--- src/design/llctg_pkg.sv ---
`timescale 1ns / 1ps

package llctg_pkg;

    localparam int CORES   = 4;
    localparam int THREADS = 64;

    localparam int CORE_W = $clog2(CORES);
    localparam int TID_W  = 6;
    localparam int TIDX_W = $clog2(THREADS);
    localparam int LOAD_W = $clog2(THREADS + 1);
    localparam int CMD_W  = 3;
    localparam int CNT_W  = 32;
    localparam int ADDR_W = 64;
    localparam int REG_W  = 64;
    localparam int STAT_W = 2;
    localparam int CIDX_W = 1;

    localparam logic [CMD_W-1:0] CMD_START = 3'd0;
    localparam logic [CMD_W-1:0] CMD_END   = 3'd1;
    localparam logic [CMD_W-1:0] CMD_COUNT = 3'd2;
    localparam logic [CMD_W-1:0] CMD_READ  = 3'd3;
    localparam logic [CMD_W-1:0] CMD_WRITE = 3'd4;

    localparam logic [STAT_W-1:0] ST_OK           = 2'd0;
    localparam logic [STAT_W-1:0] ST_NOT_LIVE     = 2'd1;
    localparam logic [STAT_W-1:0] ST_ALREADY_LIVE = 2'd2;
    localparam logic [STAT_W-1:0] ST_HALTED       = 2'd3;

    localparam logic [CIDX_W-1:0] REG_WINDOW_START  = 1'd0;
    localparam logic [CIDX_W-1:0] REG_WINDOW_LENGTH = 1'd1;

    localparam logic [REG_W-1:0] WINDOW_START_RST  = 64'd100000000;
    localparam logic [REG_W-1:0] WINDOW_LENGTH_RST = 64'd10000000;

    // Saturating 64-bit add.
    function automatic logic [REG_W-1:0] sat_add(input logic [REG_W-1:0] a,
                                                 input logic [REG_W-1:0] b);
        logic [REG_W:0] s;
        s = {1'b0, a} + {1'b0, b};
        return s[REG_W] ? {REG_W{1'b1}} : s[REG_W-1:0];
    endfunction

endpackage

--- src/design/llctg_if.sv ---
`timescale 1ns / 1ps

interface llctg_evt_if;
    import llctg_pkg::*;

    logic              valid;
    logic              ready;
    logic [CMD_W-1:0]  cmd;
    logic [TID_W-1:0]  thread_id;
    logic [CNT_W-1:0]  insn_count;
    logic [ADDR_W-1:0] access_addr;

    modport source (output valid, cmd, thread_id, insn_count, access_addr, input ready);
    modport sink   (input valid, cmd, thread_id, insn_count, access_addr, output ready);
endinterface

interface llctg_res_if;
    import llctg_pkg::*;

    logic              valid;
    logic              ready;
    logic [CORE_W-1:0] core;
    logic              record_valid;
    logic              is_store;
    logic [ADDR_W-1:0] record_addr;
    logic              stop_reached;
    logic [STAT_W-1:0] status;

    modport source (output valid, core, record_valid, is_store, record_addr, stop_reached,
                    status, input ready);
    modport sink   (input valid, core, record_valid, is_store, record_addr, stop_reached,
                    status, output ready);
endinterface

--- src/design/llctg_ram.sv ---
`timescale 1ns / 1ps

module llctg_ram #(
    parameter int WIDTH = 8,
    parameter int DEPTH = 16
) (
    input  logic                     clk,
    input  logic                     we,
    input  logic [$clog2(DEPTH)-1:0] waddr,
    input  logic [WIDTH-1:0]         wdata,
    input  logic                     re,
    input  logic [$clog2(DEPTH)-1:0] raddr,
    output logic [WIDTH-1:0]         rdata
);

    logic [WIDTH-1:0] mem [DEPTH];

    always_ff @(posedge clk)
    begin
        if (we)
        begin
            mem[waddr] <= wdata;
        end
        if (re)
        begin
            rdata <= mem[raddr];
        end
    end

endmodule

--- src/design/least_loaded_core_trace_gate.sv ---
`timescale 1ns / 1ps

// Thread-to-core placement and memory-access trace gate. Each event transfer
// is handled in an accept cycle, which reads the thread's core from the
// thread-core memory, and then an execute cycle, which places, frees or looks
// up the thread, updates the per-core live counts and the instruction total,
// and loads the result into the output register. A new event is taken once
// the previous one has left the execute cycle, so events do not overlap; a
// result that is not taken holds the execute cycle. Starts go to the core
// with the fewest live threads (lowest index on a tie). Reads and writes by
// live threads yield a trace record once the instruction total is above
// window_start. When the total passes window_start + window_length
// (saturating), stop is reported and every later event answers "halted".
// Registers take writes at any time the block is idle; no clearing pass.

module least_loaded_core_trace_gate (
    input  logic                         clk,
    input  logic                         rst_n,
    llctg_evt_if.sink                    evt,
    llctg_res_if.source                  res,
    input  logic                         cfg_we,
    input  logic [llctg_pkg::CIDX_W-1:0] cfg_index,
    input  logic [llctg_pkg::REG_W-1:0]  cfg_data
);
    import llctg_pkg::*;

    localparam logic [TID_W:0] THREADS_LIM = (TID_W + 1)'(THREADS);

    // configuration
    logic [REG_W-1:0] wstart_reg;
    logic [REG_W-1:0] wlen_reg;

    // block state
    logic [THREADS-1:0] live_reg;
    logic [THREADS-1:0] live_next;
    logic [LOAD_W-1:0]  load_reg [CORES];
    logic [LOAD_W-1:0]  load_next [CORES];
    logic [REG_W-1:0]   total_reg;
    logic [REG_W-1:0]   total_next;
    logic               halted_reg;
    logic               halted_next;

    // captured event
    logic               busy_reg;
    logic [CMD_W-1:0]   cmd_reg;
    logic [TID_W-1:0]   tid_reg;
    logic [ADDR_W-1:0]  addr_reg;
    logic [REG_W-1:0]   sum_reg;

    // output register
    logic               ovalid_reg;
    logic [CORE_W-1:0]  core_reg;
    logic               rvalid_reg;
    logic               store_reg;
    logic [ADDR_W-1:0]  raddr_reg;
    logic               stop_reg;
    logic [STAT_W-1:0]  status_reg;

    logic [CORE_W-1:0]  core_next;
    logic               rvalid_next;
    logic               store_next;
    logic [ADDR_W-1:0]  raddr_next;
    logic               stop_next;
    logic [STAT_W-1:0]  status_next;

    logic               accept;
    logic               exec;
    logic               out_free;
    logic               in_range;
    logic [TIDX_W-1:0]  tidx;
    logic               live;
    logic [CORE_W-1:0]  mem_core;
    logic [CORE_W-1:0]  best;
    logic               mem_we;
    logic [REG_W-1:0]   window_end;

    assign accept   = evt.valid && evt.ready;
    assign out_free = !ovalid_reg || res.ready;
    assign exec     = busy_reg && out_free;
    assign evt.ready = !busy_reg;

    assign in_range = {1'b0, tid_reg} < THREADS_LIM;
    assign tidx     = tid_reg[TIDX_W-1:0];
    assign live     = in_range && live_reg[tidx];

    // Thread-core memory: read on transfer, written when a thread is placed.
    llctg_ram #(
        .WIDTH (CORE_W),
        .DEPTH (THREADS)
    ) u_core_mem (
        .clk   (clk),
        .we    (mem_we),
        .waddr (tidx),
        .wdata (best),
        .re    (accept),
        .raddr (evt.thread_id[TIDX_W-1:0]),
        .rdata (mem_core)
    );

    // least-loaded core, lowest index wins ties
    always_comb
    begin
        best = '0;
        for (int i = 1; i < CORES; i++)
        begin
            if (load_reg[i] < load_reg[best])
            begin
                best = CORE_W'(i);
            end
        end
    end

    assign window_end = sat_add(wstart_reg, wlen_reg);

    always_comb
    begin
        live_next   = live_reg;
        load_next   = load_reg;
        total_next  = total_reg;
        halted_next = halted_reg;
        mem_we      = 1'b0;
        core_next   = '0;
        rvalid_next = 1'b0;
        store_next  = 1'b0;
        raddr_next  = '0;
        stop_next   = 1'b0;
        status_next = ST_OK;

        if (halted_reg)
        begin
            stop_next   = 1'b1;
            status_next = ST_HALTED;
        end
        else
        begin
            case (cmd_reg)
                CMD_START:
                begin
                    if (!in_range)
                    begin
                        status_next = ST_NOT_LIVE;
                    end
                    else if (live)
                    begin
                        status_next = ST_ALREADY_LIVE;
                        core_next   = mem_core;
                    end
                    else
                    begin
                        mem_we          = exec;
                        live_next[tidx] = 1'b1;
                        load_next[best] = load_reg[best] + LOAD_W'(1);
                        core_next       = best;
                    end
                end
                CMD_END:
                begin
                    if (!live)
                    begin
                        status_next = ST_NOT_LIVE;
                    end
                    else
                    begin
                        live_next[tidx] = 1'b0;
                        if (load_reg[mem_core] != '0)
                        begin
                            load_next[mem_core] = load_reg[mem_core] - LOAD_W'(1);
                        end
                    end
                end
                CMD_COUNT:
                begin
                    total_next = sum_reg;
                    if (sum_reg > window_end)
                    begin
                        halted_next = 1'b1;
                        stop_next   = 1'b1;
                    end
                end
                CMD_READ, CMD_WRITE:
                begin
                    if (!live)
                    begin
                        status_next = ST_NOT_LIVE;
                    end
                    else if (total_reg > wstart_reg)
                    begin
                        rvalid_next = 1'b1;
                        core_next   = mem_core;
                        store_next  = (cmd_reg == CMD_WRITE);
                        raddr_next  = addr_reg;
                    end
                end
                default:
                begin
                    // unknown command: ignored
                end
            endcase
        end
    end

    // control and block state
    always_ff @(posedge clk or negedge rst_n)
    begin
        if (!rst_n)
        begin
            wstart_reg <= WINDOW_START_RST;
            wlen_reg   <= WINDOW_LENGTH_RST;
            live_reg   <= '0;
            for (int i = 0; i < CORES; i++)
            begin
                load_reg[i] <= '0;
            end
            total_reg  <= '0;
            halted_reg <= 1'b0;
            busy_reg   <= 1'b0;
            ovalid_reg <= 1'b0;
        end
        else
        begin
            if (cfg_we)
            begin
                unique case (cfg_index)
                    REG_WINDOW_START:  wstart_reg <= cfg_data;
                    REG_WINDOW_LENGTH: wlen_reg   <= cfg_data;
                    default:           ;
                endcase
            end
            if (accept)
            begin
                busy_reg <= 1'b1;
            end
            else if (exec)
            begin
                busy_reg <= 1'b0;
            end
            if (exec)
            begin
                live_reg   <= live_next;
                load_reg   <= load_next;
                total_reg  <= total_next;
                halted_reg <= halted_next;
                ovalid_reg <= 1'b1;
            end
            else if (res.ready)
            begin
                ovalid_reg <= 1'b0;
            end
        end
    end

    // payload
    always_ff @(posedge clk)
    begin
        if (accept)
        begin
            cmd_reg  <= evt.cmd;
            tid_reg  <= evt.thread_id;
            addr_reg <= evt.access_addr;
            sum_reg  <= sat_add(total_reg, REG_W'(evt.insn_count));
        end
        if (exec)
        begin
            core_reg   <= core_next;
            rvalid_reg <= rvalid_next;
            store_reg  <= store_next;
            raddr_reg  <= raddr_next;
            stop_reg   <= stop_next;
            status_reg <= status_next;
        end
    end

    assign res.valid        = ovalid_reg;
    assign res.core         = core_reg;
    assign res.record_valid = rvalid_reg;
    assign res.is_store     = store_reg;
    assign res.record_addr  = raddr_reg;
    assign res.stop_reached = stop_reg;
    assign res.status       = status_reg;

    // live-thread bookkeeping check
    logic [LOAD_W+CORE_W-1:0] load_sum;
    always_comb
    begin
        load_sum = '0;
        for (int i = 0; i < CORES; i++)
        begin
            load_sum = load_sum + (LOAD_W + CORE_W)'(load_reg[i]);
        end
    end

    logic start_ok;
    assign start_ok = exec && !halted_reg && cmd_reg == CMD_START && in_range && !live;

    a_halt_sticky: assert property (@(posedge clk) disable iff (!rst_n)
        halted_reg |=> halted_reg)
        else $error("halt flag dropped");

    a_load_sum: assert property (@(posedge clk) disable iff (!rst_n)
        (LOAD_W + CORE_W)'($countones(live_reg)) == load_sum)
        else $error("core loads disagree with live threads");

    a_start_live: assert property (@(posedge clk) disable iff (!rst_n)
        start_ok |=> live_reg[$past(tidx)])
        else $error("placed thread not live");

    a_no_accept_busy: assert property (@(posedge clk) disable iff (!rst_n)
        exec && !res.ready && ovalid_reg |-> 1'b0)
        else $error("result overwritten before transfer");

endmodule
--- src/flat_wrapper.sv ---
// flat-port wrapper written by rule: the top's interface ports become plain ports
module least_loaded_core_trace_gate_flat import llctg_pkg::*;
  (clk, rst_n, cfg_we, cfg_index, cfg_data, evt_valid, evt_cmd, evt_thread_id, evt_insn_count, evt_access_addr, evt_ready, res_valid, res_core, res_record_valid, res_is_store, res_record_addr, res_stop_reached, res_status, res_ready);
  llctg_evt_if evt_i ();
  llctg_res_if res_i ();
  input  logic clk;
  input  logic rst_n;
  input  logic cfg_we;
  input  logic [llctg_pkg::CIDX_W-1:0] cfg_index;
  input  logic [llctg_pkg::REG_W-1:0] cfg_data;
  input wire logic [$bits(evt_i.valid)-1:0] evt_valid;
  input wire logic [$bits(evt_i.cmd)-1:0] evt_cmd;
  input wire logic [$bits(evt_i.thread_id)-1:0] evt_thread_id;
  input wire logic [$bits(evt_i.insn_count)-1:0] evt_insn_count;
  input wire logic [$bits(evt_i.access_addr)-1:0] evt_access_addr;
  output wire logic [$bits(evt_i.ready)-1:0] evt_ready;
  output wire logic [$bits(res_i.valid)-1:0] res_valid;
  output wire logic [$bits(res_i.core)-1:0] res_core;
  output wire logic [$bits(res_i.record_valid)-1:0] res_record_valid;
  output wire logic [$bits(res_i.is_store)-1:0] res_is_store;
  output wire logic [$bits(res_i.record_addr)-1:0] res_record_addr;
  output wire logic [$bits(res_i.stop_reached)-1:0] res_stop_reached;
  output wire logic [$bits(res_i.status)-1:0] res_status;
  input wire logic [$bits(res_i.ready)-1:0] res_ready;
  assign evt_i.valid = evt_valid;
  assign evt_i.cmd = evt_cmd;
  assign evt_i.thread_id = evt_thread_id;
  assign evt_i.insn_count = evt_insn_count;
  assign evt_i.access_addr = evt_access_addr;
  assign evt_ready = evt_i.ready;
  assign res_valid = res_i.valid;
  assign res_core = res_i.core;
  assign res_record_valid = res_i.record_valid;
  assign res_is_store = res_i.is_store;
  assign res_record_addr = res_i.record_addr;
  assign res_stop_reached = res_i.stop_reached;
  assign res_status = res_i.status;
  assign res_i.ready = res_ready;
  least_loaded_core_trace_gate u_core (.clk(clk), .rst_n(rst_n), .evt(evt_i), .res(res_i), .cfg_we(cfg_we), .cfg_index(cfg_index), .cfg_data(cfg_data));
endmodule
--- config.mk ---
export PLATFORM = sky130hd
export DESIGN_NAME = least_loaded_core_trace_gate_flat
export DESIGN_NICKNAME = d
export VERILOG_FILES = /design/src/design/llctg_pkg.sv /design/src/design/llctg_if.sv /design/src/design/llctg_ram.sv /design/src/design/least_loaded_core_trace_gate.sv /design/src/flat_wrapper.sv
export SDC_FILE = /design/constraint.sdc
export NUM_CORES = 1
export LEC_CHECK = 0
export BUFFER_PORTS_ARGS = -buffer_cell sky130_fd_sc_hd__buf_2
export CORE_ASPECT_RATIO = 0.8
export CORE_MARGIN = 8
export CORE_UTILIZATION = 63
export CTS_BUF_LIST = sky130_fd_sc_hd__clkbuf_4
export DETAILED_ROUTE_END_ITERATION = 7
export GPL_TIMING_DRIVEN = 0
export PLACE_DENSITY_LB_ADDON = 0.15
export SYNTH_ARGS = -nofsm -noshare
export SYNTH_HDL_FRONTEND = slang
export SYNTH_SLANG_ARGS = --single-unit
--- constraint.sdc ---
create_clock -name clk -period 7.85 [get_ports clk]
set_input_delay 1.1775 -clock clk [delete_from_list [all_inputs] [get_ports clk]]
set_output_delay 1.1775 -clock clk [all_outputs]
set_load 0.05 [all_outputs]
# Word level (Yosys, flattened, before mapping)
# Memories as Yosys holds them, arrays and structs flattened. A register that Yosys moved wholly into a read port is not among the register bits.
# Index checks and enable logic that the tools add are counted.
totals:
  ram_bits: 128
  mem_count: 1
  wordCells: 133
  register_bits: 495
op_classes:
  addsub: 4
  bitwise: 12
  muxes: 53
  n_eq_ne: 7
  order_cmp: 13
  reduce_logical: 22
mem_list:
  columns: ["memory", "depth", "word_bits", "rd", "rd_clocked_by_memory_dff", "write_ports", "line", "rtl"]
  rows:
  - ["u_core.u_core_mem.mem", 64, 2, 1, 1, 1, "llctg_ram.sv:16", "logic [WIDTH-1:0] mem [DEPTH];"]
ops:
  columns: ["op", "n"]
  rows:
  - ["two-way mux 64 bit", 3]
  - ["greater-than comparator 64 bit", 2]
  - ["case mux 64 bit (2 select lines)", 1]
  - ["two-way mux 28 bit", 3]
  - ["two-way mux 7 bit", 10]
  - ["adder 64 x 32 -> 65 bit", 1]
  - ["adder 64 x 64 -> 65 bit", 1]
  - ["bitwise AND 64 bit", 1]
  - ["NOT 64 bit", 1]
  - ["OR 64 bit", 1]
  - ["binary-select mux 7 bit (select 2 bit)", 4]
  - ["bitwise mux 28 bit", 2]
  - ["case mux 28 bit (2 select lines)", 1]
  - ["demux 7 bit (select 2 bit)", 2]
  - ["less-than comparator 7 bit", 3]
  - ["two-way mux 1 bit", 17]
  - ["greater-or-equal comparator 3 bit (second input constant)", 4]
  - ["two-way mux 2 bit", 6]
  - ["NOT 2 -> 3 bit", 4]
  - ["case mux 2 bit (2 select lines)", 2]
  - ["adder 7 x 1 -> 7 bit (second input constant)", 1]
  - ["less-than comparator 6 x 7 -> 1 bit (second input constant)", 1]
  - ["nonzero test 7 bit", 1]
  - ["subtractor 7 x 1 -> 7 bit (second input constant)", 1]
  - ["other kinds (22)", 38]

# Logic depth before layout (Yosys ltp)
depth:
  ltp_word: 22
  ltp_mapped: 29

# Modules after synthesis
# A second synthesis with hierarchy kept.
hier_totals:
  cells_unflattened: 3165
  hier_area_um2: 34749.6
by_module_without_submodules:
  columns: ["module", "area_each_um2", "cells_per_inst", "instances"]
  rows:
  - ["least_loaded_core_trace_gate", 29331.9, 2841, 1]
  - ["llctg_ram", 5417.7, 324, 1]

# Worst setup path after synthesis
# OpenSTA, ideal clock, no wires.
synth_path:
  kind: "input-to-reg"
  start: "input port evt_valid"
  end: "register u_core.addr_reg[0] (enable)"
  setup_ps: 655
  arrival_time_ps: 7196
  cell_stages: 1
  path_slack_ps: -1
  t_required_ps: 7195
  cell_sequence: "nor2b_1"
synth_via:
  elab_chain_cells: 1
synth_rtl:
  columns: ["item", "line", "rtl"]
  rows:
  - ["start, declared", "flat_wrapper.sv:11", "input wire logic [$bits(evt_i.valid)-1:0] evt_valid;"]
  - ["logical AND 1 bit", "least_loaded_core_trace_gate.sv:77", "assign accept = evt.valid && evt.ready;"]
  - ["end signal, assigned", "least_loaded_core_trace_gate.sv:259", "addr_reg <= evt.access_addr;"]
  - ["end, declared", "least_loaded_core_trace_gate.sv:47", "logic [ADDR_W-1:0] addr_reg;"]
# Every way passes these cells.
# A chain may end at the register's enable or synchronous reset.

# Final worst setup path
layout_path:
  start: "register u_core.wstart_reg[0]"
  end: "register u_core.stop_reg (netlist: u_core.res.stop_reached), data pin"
layout_via:
  elab_chain_cells: 6
layout_rtl:
  columns: ["item", "line", "rtl"]
  rows:
  - ["start, declared", "least_loaded_core_trace_gate.sv:30", "logic [REG_W-1:0] wstart_reg;"]
  - ["start signal, assigned", "least_loaded_core_trace_gate.sv:224", "REG_WINDOW_START: wstart_reg <= cfg_data;"]
  - ["adder 64 x 64 -> 65 bit", "llctg_pkg.sv:40", "s = {1'b0, a} + {1'b0, b};"]
  - ["two-way mux 64 bit", "llctg_pkg.sv:41", "return s[REG_W] ? {REG_W{1'b1}} : s[REG_W-1:0];"]
  - ["greater-than comparator 64 bit", "least_loaded_core_trace_gate.sv:174", "if (sum_reg > window_end)"]
  - ["two-way mux 1 bit (3 in a row)", null, null]
  - ["via u_core.halted_next", "least_loaded_core_trace_gate.sv:41", "logic halted_next;"]
  - ["end signal, assigned", "least_loaded_core_trace_gate.sv:268", "stop_reg <= stop_next;"]
  - ["end, declared", "least_loaded_core_trace_gate.sv:56", "logic stop_reg;"]
# The timed path passes the listed nets, and every way through them passes these cells.

==> out/qor.txt <==
Post-synthesis adder-cell area fraction: 0.08985
Post-route cell area: 39,060 um2
Critical Path Sink Type: flip-flop
Cells on worst reg2reg path: 22
Min-delay worst type: input pin to async pin
Layout Cells excl Fill: 4,373
Power density over the cells: 418.4 nW/um2
Overall routed net length: 98,500 um
Simple-gate portion of the synthesized area: 0.1203
Final worst-path cycle share: 0.9634
Row count: 76
Post-synthesis xor/xnor area fraction: 0.02657
Iter 0 DRT Violations: 3,038
PortBufs: 247
Clk slew on worst S/H paths: 0.07 ns
Num CTS Buffers: 157
Vias: 27,600
Initial antenna violation count: 2
Die area: 62,660 um2
DR WL met2: 42,910 um
Post-DP Area: 36,890 um2
Synthesized net count: 3,541
Area Overhead vs Synth: 13.00%
Largest cells by area after synthesis: edfxtp_1 (29%), dfrtp_1 (19%), ha_1 (8.9%), mux2_2 (4.4%), mux4_2 (3.5%)
Total grt overflow: 0
Mapped Area: 34,560 um2
Post-detail-place hpwl: 73,680 um
Startpoint Class: flip-flop
Hold Vio Cnt, Final: 0
Setup ws final: 0.2873 ns
Crit path launch: u_core.wstart_reg[0]
Cell with the most instances after synthesis: edfxtp_1
Max Slew Vio Count: 0
CTS Buffer Depth: 3
Final GP Congestion: 0.9624
Number of enable flip-flop cells after synthesis: 338
Worst EP arrival: 8.28 ns
DR WL/cell: 22.52 um
I/O pin cnt: 248
Slew at the pin with the worst max-slew slack: 1.238 ns
Post-synth top cells: edfxtp_1 (338), nand2_1 (278), dfrtp_1 (267)
First-pass GRT wire length: 152,900 um
Synth unique cells: 90
Drt first pass iters: 8
Routed length on met1: 42,740 um
Post-CTS Setup Inserts: 0
Vias per cell: 6.310
Share of cells above drive strength 1: 0.2189
Synth warn: 0
Dpl ws: 0.5826 ns
Register area share after synthesis: 0.5022
Clock Root Buffer: clkbuf_4
Largest net degree at the start of global routing: 120
GRT Util Overall: 0.3100
Largest family of logic cells by synthesized area: compound AO/OA/AOI/OAI gates
Top sig layer: met4
Crit Path Max Fanout: 10
WHS: 0.09731 ns
Antenna viol nets, final: 0
# resized after CTS: 0
R2R Path Start: u_core.wstart_reg[0]
Cells after synthesis: 3,119
H-tree depth: 4
Placed Cells: 4,076
Met3 WL: 10,150 um
Top cell type's share of synthesized area: 0.2937
Max Freq: 132.2 MHz
Vias in the first global route: 27,280
Worst slew margin: 0.1668
CTS tree: built
Ys flop type: edfxtp_1
Critical Path RT: 8.57 ns
Final net count: 3,955
Crit path kind: flip-flop to flip-flop
Async SR Flop Fraction: 0.4592
Chip Width: 277.9 um
Worst skew pair latency: 1.04 ns
CTS sink count: 625
Drt drc: 0
Worst Setup EP: u_core.res.stop_reached
Pleak: 0.01688 uW
Post-synth top area cell: edfxtp_1
Mux share of post-synthesis cell area: 0.08645
Starting Density: 0.6399
Minimum clock period: 7.563 ns
Mean Syn Cell Area: 11.08 um2
Max_cap viols: 0
Synth Area in Compound Gates: 0.1445
Die Span Y: 225.5 um
CTS Hold Bufs: 0
Setup-failing EPs final: 0
Reg2reg end: u_core.res.stop_reached
Status: completed
FF+latch count, synth: 625
Core ar.: 54,010 um2
Fin util: 0.7231
Worst-case clock skew: 0.07769 ns
RSZ-0062 raised after global routing: no
Worst reg2reg setup slack: 0.29 ns
Peak VDD IR: 0.0005854 V
==> critical path: stages, from the launching register on <==
cell,delay [ns]
dfrtp_1,0.37
ha_1,0.21
fa_1,0.26
a211oi_1,0.12
o211ai_1,0.33
a21oi_1,0.16
o211ai_1,0.50
nand3_1,0.36
a21oi_1,0.36
o21ai_1,0.13
and2_1,0.18
nor3_2,0.82
buf_2,0.50
nor2_1,0.16
ha_1,0.34
nand4_1,0.08
or2_2,0.31
nor4_1,0.84
nand3_1,0.40
o21ai_0,0.43
inv_1,0.13
a21oi_1,0.16
o31ai_1,0.09
==> per-stage QoR <==
step                      TNS (ns)  total power, uW
after global routing             0            17280
after global placement      -72.57            11790
after CTS                        0            16260
after detailed placement         0            13310
after floorplan                  0            10510
final                            0            16340
==> routing by layer <==
layer	global-route usage	vias up
li1	-	12560
met1	0.4414	13350
met2	0.4631	1466
met3	0.08091	217
met4	0.1027	0
met5	0	-
==> worst min-delay path by stage <==
stage	from	end	slack, ns	cells after the start
6_report	rst_n	u_core.wstart_reg[59]	0.1	1
5_1_grt	rst_n	u_core.wlen_reg[53]	0.08	1
4_1_cts	rst_n	u_core.wstart_reg[59]	0.06	1
3_5_place_dp	flip-flop	flip-flop	0.49	2
3_3_place_gp	u_core.res.valid	u_core.res.valid	0.48	2
2_1_floorplan	flip-flop	flip-flop	0.46	2
==> cells in the final DEF (no fill, tap or decap), drive strengths merged, types with 51 or more instances in the layout <==
master  instances
clkbuf        343
edfxtp        338
buf           293
nand2         280
dfrtp         267
o21ai         260
nor2          250
ha            245
a21oi         178
mux2          139
inv           129
and3           95
a21o           94
o31ai          76
xnor2          62
nand4          60
mux4           56
nand3          51
==> report_power, final <==
part	leakage [uW]	internal [uW]	switching (uW)
logic	0.00887	2530	5050
registers	0.00676	5230	591
clock network	0.00126	1540	1400
==> cell families (layout without fill, tap and decap cells) <==
kind of cell / Yosys count / after routing
muxes: 210 / 210
xor gates and xnor gates: 104 / 104
and+or+nand+nor: 879 / 879
buffers and inverters: 260 / 804
AOI/OAI and AO/OA: 794 / 794
other: 0 / 8
adders and majority gates: 247 / 247
DFF: 625 / 625
==> cell type report <==
type / instances / area (um2)
Clock buffer: 246 / 1847
Multi-Input combinational cell: 2234 / 16180
Tap cell: 702 / 878.3
Timing Repair Buffer: 255 / 1429
Sequential cell: 625 / 17360
Fill cell: 3908 / 14960
Buffer: 135 / 575.6
Clock inverter: 43 / 295.3
Inverter: 125 / 471.7
Antenna cell: 8 / 20.02
No activity file was read; power rests on OpenSTA's default activity.
